### config.mk
export PLATFORM = sky130hd
export DESIGN_NAME = vft_ctrl
export DESIGN_NICKNAME = d
export VERILOG_FILES = /design/src/vft_pkg.sv /design/src/vft_ctrl.sv
export SDC_FILE = /design/constraint.sdc
export NUM_CORES = 1
export LEC_CHECK = 0
export BUFFER_PORTS_ARGS = -buffer_cell sky130_fd_sc_hd__buf_4
export CAP_MARGIN = 20
export CORE_AREA = 2 2 166 127
export DETAILED_ROUTE_END_ITERATION = 6
export DIE_AREA = 0 0 168 129
export GPL_ROUTABILITY_DRIVEN = 0
export GPL_TIMING_DRIVEN = 0
export MAX_ROUTING_LAYER = met4
export PLACE_DENSITY = 0.73
export SLEW_MARGIN = 25
export SYNTH_ARGS = -nofsm -noshare
export SYNTH_HDL_FRONTEND = slang
export SYNTH_SLANG_ARGS = --single-unit
### constraint.sdc
create_clock -name clock -period 5.1 [get_ports clock]
set_input_delay 0.255 -clock clock [delete_from_list [all_inputs] [get_ports clock]]
set_output_delay 0.255 -clock clock [all_outputs]
set_load 0.01 [all_outputs]
### src/vft_pkg.sv
`default_nettype none

package vft_pkg;

   localparam int TABLE_DEPTH_DEF = 256;
   localparam int COORD_BITS_DEF  = 32;

   // widths of the channel fields
   localparam int IN_COORD_BITS = 32;
   localparam int IDX_BITS      = 9;

   localparam logic KIND_CLEAR  = 1'b0;
   localparam logic KIND_VERTEX = 1'b1;

   typedef enum logic [1:0] {
      ST_IDLE,
      ST_SCAN,
      ST_DONE
   } state_type;

   typedef struct packed {
      logic [IDX_BITS-1:0] vertex_index;
      logic                added;
      logic                full_res;
      logic [IDX_BITS-1:0] stored_count;
   } result_type;

endpackage

`default_nettype wire

### src/vft_ctrl.sv
`default_nettype none

module vft_ctrl #(
   parameter int TABLE_DEPTH = vft_pkg::TABLE_DEPTH_DEF,
   parameter int COORD_BITS  = vft_pkg::COORD_BITS_DEF,
   localparam int KEY_BITS   = (COORD_BITS < vft_pkg::IN_COORD_BITS) ?
                               COORD_BITS : vft_pkg::IN_COORD_BITS,
   localparam int AW         = $clog2(TABLE_DEPTH),
   localparam int CW         = $clog2(TABLE_DEPTH + 1)
) (
   input  wire logic                               clock,
   input  wire logic                               reset,
   input  wire logic                               req_valid,
   output logic                                    req_ready,
   input  wire logic                               req_kind,
   input  wire logic [vft_pkg::IN_COORD_BITS-1:0]  req_x,
   input  wire logic [vft_pkg::IN_COORD_BITS-1:0]  req_y,
   input  wire logic [vft_pkg::IN_COORD_BITS-1:0]  req_z,
   output logic                                    done_valid,
   input  wire logic                               done_ready,
   output vft_pkg::result_type                     done_fields,
   output logic                                    ram_rd_en,
   output logic      [AW-1:0]                      ram_rd_addr,
   input  wire logic [3*KEY_BITS-1:0]              ram_rd_data,
   output logic                                    ram_wr_en,
   output logic      [AW-1:0]                      ram_wr_addr,
   output logic      [3*KEY_BITS-1:0]              ram_wr_data
);

   localparam int WIDE = (CW > vft_pkg::IDX_BITS) ? CW : vft_pkg::IDX_BITS;

   vft_pkg::state_type  state_ff, state_in;
   logic [CW-1:0]       count_ff, count_in;
   logic [CW-1:0]       issue_ff, issue_in;
   logic                chk_valid_ff, chk_valid_in;
   logic [AW-1:0]       chk_addr_ff, chk_addr_in;
   logic [3*KEY_BITS-1:0] key_ff, key_in;
   vft_pkg::result_type res_ff, res_in;

   logic more, hit, scan_end, table_full, accept;

   function automatic logic [vft_pkg::IDX_BITS-1:0] to_idx(input logic [CW-1:0] v);
      logic [WIDE-1:0] w;
      w = WIDE'(v);
      return w[vft_pkg::IDX_BITS-1:0];
   endfunction

   assign more       = issue_ff < count_ff;
   assign hit        = chk_valid_ff && (ram_rd_data == key_ff);
   // nothing left in flight and nothing left to read
   assign scan_end   = !chk_valid_ff && !more;
   assign table_full = count_ff == CW'(TABLE_DEPTH);
   assign accept     = req_valid && req_ready;

   // next state
   always_comb begin
      state_in = state_ff;
      case (state_ff)
         vft_pkg::ST_IDLE: begin
            if (req_valid) begin
               state_in = (req_kind == vft_pkg::KIND_CLEAR) ?
                          vft_pkg::ST_DONE : vft_pkg::ST_SCAN;
            end
         end
         vft_pkg::ST_SCAN: begin
            if (hit || scan_end) begin
               state_in = vft_pkg::ST_DONE;
            end
         end
         vft_pkg::ST_DONE: begin
            if (done_ready) begin
               state_in = vft_pkg::ST_IDLE;
            end
         end
         default: state_in = vft_pkg::ST_IDLE;
      endcase
   end

   // outputs
   always_comb begin
      req_ready  = 1'b0;
      done_valid = 1'b0;
      ram_rd_en  = 1'b0;
      ram_wr_en  = 1'b0;
      case (state_ff)
         vft_pkg::ST_IDLE: req_ready = 1'b1;
         vft_pkg::ST_SCAN: begin
            ram_rd_en = more;
            ram_wr_en = !hit && scan_end && !table_full;
         end
         vft_pkg::ST_DONE: done_valid = 1'b1;
         default: ;
      endcase
   end

   assign ram_rd_addr = issue_ff[AW-1:0];
   assign ram_wr_addr = count_ff[AW-1:0];
   assign ram_wr_data = key_ff;
   assign done_fields = res_ff;

   // datapath
   always_comb begin
      count_in     = count_ff;
      issue_in     = issue_ff;
      chk_valid_in = chk_valid_ff;
      chk_addr_in  = chk_addr_ff;
      key_in       = key_ff;
      res_in       = res_ff;
      if (accept) begin
         key_in       = {req_x[KEY_BITS-1:0], req_y[KEY_BITS-1:0], req_z[KEY_BITS-1:0]};
         issue_in     = '0;
         chk_valid_in = 1'b0;
         if (req_kind == vft_pkg::KIND_CLEAR) begin
            count_in = '0;
            res_in   = '0;
         end
      end else if (state_ff == vft_pkg::ST_SCAN) begin
         chk_valid_in = more;
         chk_addr_in  = issue_ff[AW-1:0];
         if (more) begin
            issue_in = issue_ff + CW'(1);
         end
         if (hit) begin
            res_in.vertex_index = to_idx(CW'(chk_addr_ff) + CW'(1));
            res_in.added        = 1'b0;
            res_in.full_res     = 1'b0;
            res_in.stored_count = to_idx(count_ff);
         end else if (scan_end) begin
            if (table_full) begin
               res_in.vertex_index = '0;
               res_in.added        = 1'b0;
               res_in.full_res     = 1'b1;
               res_in.stored_count = to_idx(count_ff);
            end else begin
               count_in            = count_ff + CW'(1);
               res_in.vertex_index = to_idx(count_ff + CW'(1));
               res_in.added        = 1'b1;
               res_in.full_res     = 1'b0;
               res_in.stored_count = to_idx(count_ff + CW'(1));
            end
         end
      end
   end

   always_ff @(posedge clock) begin
      if (reset) begin
         state_ff     <= vft_pkg::ST_IDLE;
         count_ff     <= '0;
         chk_valid_ff <= 1'b0;
      end else begin
         state_ff     <= state_in;
         count_ff     <= count_in;
         chk_valid_ff <= chk_valid_in;
      end
      issue_ff    <= issue_in;
      chk_addr_ff <= chk_addr_in;
      key_ff      <= key_in;
      res_ff      <= res_in;
   end

   a_count_bound: assert property (@(posedge clock) disable iff (reset)
      count_ff <= CW'(TABLE_DEPTH))
      else $error("entry count beyond table depth");

   a_write_bumps_count: assert property (@(posedge clock) disable iff (reset)
      ram_wr_en |=> count_ff == $past(count_ff) + CW'(1))
      else $error("table write without count increment");

   a_write_only_on_miss: assert property (@(posedge clock) disable iff (reset)
      ram_wr_en |-> state_ff == vft_pkg::ST_SCAN && !table_full && !chk_valid_ff)
      else $error("table write outside a finished miss");

   a_clear_empties: assert property (@(posedge clock) disable iff (reset)
      accept && req_kind == vft_pkg::KIND_CLEAR |=>
         count_ff == '0 && state_ff == vft_pkg::ST_DONE)
      else $error("clear transaction did not empty the table");

   a_vertex_scans: assert property (@(posedge clock) disable iff (reset)
      accept && req_kind == vft_pkg::KIND_VERTEX |=>
         state_ff == vft_pkg::ST_SCAN && issue_ff == '0 && !chk_valid_ff)
      else $error("vertex transaction did not start a scan");

endmodule

`default_nettype wire

Word-level counts from Yosys, hierarchy flattened --
Cells that the tools add are included.
Operators by class: $add $sub $neg 3, order comparisons 1, equality and inequality tests 10, reduce and logical (&&, ||, !) cells 20, mux-type cells 21, bitwise gates (word level) 1
Operators by type and width (number):
- $mux W20 | 6
- $eq A96 B96 Y1 | 1
- $mux W9 | 6
- $add A9 B1 Y9 const B | 2
- $add A8 B1 Y9 const B | 1
- $eq A9 B9 Y1 const B | 1
- $lt A9 B9 Y1 | 1
- $mux W2 | 4
- $ne A2 B2 Y1 const B | 4
- $pmux W2 S3 | 1
- $reduce_and A3 Y1 | 2
- $logic_and A1 B1 Y1 | 5
- $reduce_and A5 Y1 | 1
- $logic_not A1 Y1 | 4
- $mux W1 | 4
- $ne A2 B1 Y1 const B | 2
- $reduce_and A2 Y1 | 2
- $reduce_bool A2 Y1 | 2
- $reduce_bool A3 Y1 | 1
- $eq A2 B1 Y1 const B | 1
- $eq A2 B2 Y1 const B | 1
- $logic_not A2 Y1 | 1
- $reduce_or A2 Y1 | 1
- $logic_or A1 B1 Y1 | 1
- $not A1 Y1 | 1
Word-level totals: output and inout bits 136, flip-flop bits (word level) 145, word-level logic and storage cells 66, bits of input ports 197

Logic depth before layout (Yosys ltp) --
depth in word-level cells 7, depth in mapped cells 10, depth with buffers taken out 9

Least setup slack after synthesis --
Ideal clock, no wire load.
kind register -> register, from reg state_ff[0], to reg key_ff[0] (netlist: ram_wr_data[0]) (enable), path buffers 1, setup time 0.498 ns, setup slack 0.904 ns, stages on the path, launching flop included 5, required time 4.602 ns, clock period less this slack 4.196 ns, arrival time 3.698 ns, path through dfxtp_1 > nor2_1 > nand2_1 > inv_1 > clkbuf_1
On the way: longest elaborated chain between the ends 3
RTL lines:
- start: declaration | line vft_ctrl.sv:32 | vft_pkg::state_type state_ff, state_in;
- start signal: assignment | line vft_ctrl.sv:147 | state_ff <= vft_pkg::ST_IDLE;
- start signal: assignment | line vft_ctrl.sv:151 | state_ff <= state_in;
- $logic_not A2 Y1 | line vft_ctrl.sv:85 | case (state_ff)
- $mux W1 | line vft_ctrl.sv:85
- named net req_ready | line vft_ctrl.sv:14 | output logic req_ready,
- $logic_and A1 B1 Y1 | line vft_ctrl.sv:53 | assign accept = req_valid && req_ready;
- named net accept | line vft_ctrl.sv:40 | logic more, hit, scan_end, table_full, accept;
- end signal: assignment | line vft_ctrl.sv:157 | key_ff <= key_in;
- end: declaration | line vft_ctrl.sv:37 | logic [3*KEY_BITS-1:0] key_ff, key_in;
The timed path passes the listed nets, and every way through them passes these cells. A chain may end at the register's enable or synchronous reset.

Final worst setup path --
from reg key_ff[88] (netlist: ram_wr_data[88]), to reg res_ff, in the netlist done_fields[18] (enable)
On the way: longest elaborated chain between the ends 4
RTL lines:
- $eq A96 B96 Y1 | line vft_ctrl.sv:49 | assign hit = chk_valid_ff && (ram_rd_data == key_ff);
- $logic_and A1 B1 Y1 | line vft_ctrl.sv:49
- $reduce_bool A3 Y1 (no source line)
- $reduce_and A3 Y1 (no source line)
- end signal: assignment | line vft_ctrl.sv:158 | res_ff <= res_in;
- end: declaration | line vft_ctrl.sv:38 | vft_pkg::result_type res_ff, res_in;
No other way between the ends.

==> summary.txt <==
Clock network
  – H-tree depth: 4
  – CTS Hold Buffers Added: 52
  – Num CTS Buffers: 17
  – Setup Fix Bufs, Post-CTS: 0
  – Clock sinks: 145
  – CTS clk-pin slew, worst paths: 0.06 ns
  – CTS tree: done
  – CTS Buffer Depth: 2
  – Cts repair resizes: 0
  – Clock root buffer: clkbuf_16
  – Clk_lat worst skew: 0.42 ns

Outcome
  – Status: finished clean

Yosys
  – Synth unique cells: 53
  – Most frequent cell after synthesis: edfxtp_1
  – Syn Area/Cell: 12.42 um2
  – Asr flop ratio synth: 0%
  – Ys flop type: edfxtp_1
  – Commonest cells in the netlist: edfxtp_1, inv_1, xnor2_1, nand2_1, nor2b_1
  – Post-synth top area share: 53.74%
  – Sequential fraction of the synthesis area: 59.80%
  – Synth area leaders: edfxtp_1, dfxtp_1, xnor2_1, xor2_1, ha_1
  – Mapped Area: 6929 um2
  – Post-synthesis register bit count: 145
  – Synth warnings: 0
  – Syn_nets: 768
  – Number of synthesized flops with an enable pin: 124
  – Post-Synthesis Cells: 558
  – Area leader, netlist: edfxtp_1

Die
  – Die Footprint: 21,670 um2
  – I/O Pins: 333
  – Row count: 45
  – Die Y: 129 um
  – Die W: 168 um
  – Initial Util: 34.67%
  – Core Area: 19,990 um2

Route
  – 1st-iter DRT viols: 396
  – DR pass1 iterations: 5
  – Antenna Nets Post-Route: 0
  – Post-Route WL: 23.84 mm
  – Via density: 4.916
  – Vias: 6,179
  – Avg WL per Cell: 18.96 um
  – DRC: 0

Timing
  – Slew headroom: 47.27%
  – Worst Slack Setup Final: 1.551 ns
  – Skew final: 0.01566 ns
  – RSZ-0062 raised after global routing: no
  – Crit share post-route: 69.60%
  – Period minus WS final: 3.549 ns
  – Slew Viols, Final: 0
  – Fmax: 281.7 MHz
  – Setup-failing EPs final: 0
  – Worst slew pin tran: 0.7910 ns
  – Final Hold Vio Count: 0

Setup path
  – Setup CP Type: reg2reg
  – Startpoint Class: flip-flop
  – WP data arrival: 3.66 ns
  – Worst R2R Setup Slack: 1.55 ns
  – Worst path required time: 5.21 ns
  – CP Max Fanout: 15
  – Worst setup EP type: flip-flop

Power and ir drop
  – Peak supply drop: 0.1576 mV
  – Total power: 3189 uW
  – Leak: 0.004695 uW
  – P per Cell Area: 286.6 nW/um2

Placement
  – PortBufs: 332
  – Dpl hpwl: 18.30 mm
  – Worst slack, placed: 1.463 ns

Layout
  – Share of layout cells above drive strength 1: 40.06%
  – Synthesis-to-finish area growth: 60.62%
  – Multi-input gate area: 2449 um2
  – Fin nets: 1,194
  – Reg area: 4144 um2
  – Fillcell total: 1,698

GRT
  – Initial antenna violation count: 3
  – Largest net degree at the start of global routing: 50
  – Total GRT Usage: 21.64%
  – Overflow after GRT: 0
  – First-pass GRT wire length: 33.86 mm
  – Vias in the first global route: 5,989

Min path
  – Hold Crit Class: in2reg

Job
  – Max-cap violations: 0
-- metrics by stage --
step | util, % | hold WS [ns] | area (um2) | instances | setup TNS (ns)
2_1_floorplan | - | 0.3196 | 6929 | 558 | 0
3_3_place_gp | 48.75 | 0.4329 | 9744 | 1148 | -73.63
3_5_place_dp | 49.13 | 0.4342 | 9821 | 1151 | 0
4_1_cts | 54.64 | 0.0002087 | 10920 | 1234 | 0
5_1_grt | 55.68 | 0.0001067 | 11130 | 1257 | 0
6_report | 55.68 | 0.02049 | 11130 | 1257 | 0
-- sequential cells by signal, indices dropped and copies added (netlist names) --
| register | flops |
|---|---|
| chk_valid_ff | 1 |
| ram_wr_data | 96 |
| chk_addr_ff | 8 |
| done_fields | 20 |
| state_ff | 2 |
| count_ff | 9 |
| issue_ff | 9 |
-- critical path: stages (launching register included) --
cell	delay (ns)
edfxtp_1	0.41
nor2b_1	0.15
a2111o_1	0.35
a2111oi_0	0.56
nand4_1	0.23
nor4_4	0.56
buf_6	0.25
a21oi_2	0.07
o22ai_2	0.40
buf_6	0.25
-- layer usage --
metal	track usage [%]	up-vias	routed length [um]
li1	-	2908	-
met4	8.798	0	624
met1	27.51	2919	10050
met5	-	-	0
met2	33.50	317	11380
met3	5.137	35	1780
-- cell type report --
type / count / area share, %
Antenna cell: 3 / 0.06745
Buffer: 25 / 1.698
Clock buffer: 17 / 3.822
Clock inverter: 14 / 1.394
Inverter: 42 / 1.417
Multi-Input combinational cell: 346 / 22.00
Sequential cell: 145 / 37.23
Tap cell: 258 / 2.901
Timing Repair Buffer: 407 / 29.47
-- cell families (layout without fill, tap and decap cells) --
group | count (synthesis) | in the layout | share of synthesized area (%)
AO/OA/AOI/OAI | 101 | 101 | 10.85
XOR/XNOR | 65 | 65 | 8.216
adder cells (fa/ha/maj) | 13 | 13 | 2.347
buffers and inverters | 67 | 505 | 4.948
flip-flops | 145 | 145 | 59.80
multiplexers | 4 | 4 | 0.5959
other | 0 | 3 | 0
AND/OR/NAND/NOR | 163 | 163 | 13.24
-- power breakdown --
| part | internal, uW | leakage (uW) | switching (uW) | total [uW] |
|---|---|---|---|---|
| Sequential | 1380 | 0.00136 | 53.0 | 1430 |
| Combinational | 287 | 0.00307 | 225 | 512 |
| Clock | 725 | 0.000264 | 520 | 1250 |
| Total | 2390 | 0.00470 | 798 | 3190 |
-- placed cells by master (no fill, tap or decap), types with 3 or more instances in the layout --
| cell | count |
|---|---|
| a2111o_1 | 6 |
| a211oi_1 | 3 |
| a211oi_2 | 6 |
| a21o_1 | 9 |
| a21oi_1 | 23 |
| and4_1 | 3 |
| buf_4 | 348 |
| buf_6 | 3 |
| clkbuf_1 | 5 |
| clkbuf_16 | 17 |
| clkinvlp_4 | 6 |
| dfxtp_1 | 21 |
| diode_2 | 3 |
| dlygate4sd3_1 | 72 |
| edfxtp_1 | 124 |
| ha_1 | 13 |
| inv_1 | 42 |
| inv_6 | 4 |
| mux2i_1 | 3 |
| nand2_1 | 29 |
| nand2b_1 | 20 |
| nand3_1 | 14 |
| nand4_1 | 19 |
| nor2_1 | 19 |
| nor2b_1 | 25 |
| nor3_1 | 6 |
| nor4_1 | 10 |
| o2111ai_1 | 6 |
| o211ai_1 | 3 |
| o21ai_0 | 13 |
| o22ai_1 | 10 |
| o311ai_0 | 3 |
| o41ai_1 | 3 |
| or3_1 | 8 |
| xnor2_1 | 42 |
| xor2_1 | 23 |
-- final timing paths --
check / depth (start not counted) / endpoint / start
max: 9 / done_fields[18] / ram_wr_data[88]
min: 1 / ram_wr_data[40] / req_y[8]
max reg2reg: 9 / done_fields[18] / ram_wr_data[88]
min reg2reg: 2 / issue_ff[8] / issue_ff[8]
Note: power is estimated with default switching activity, not from simulation.
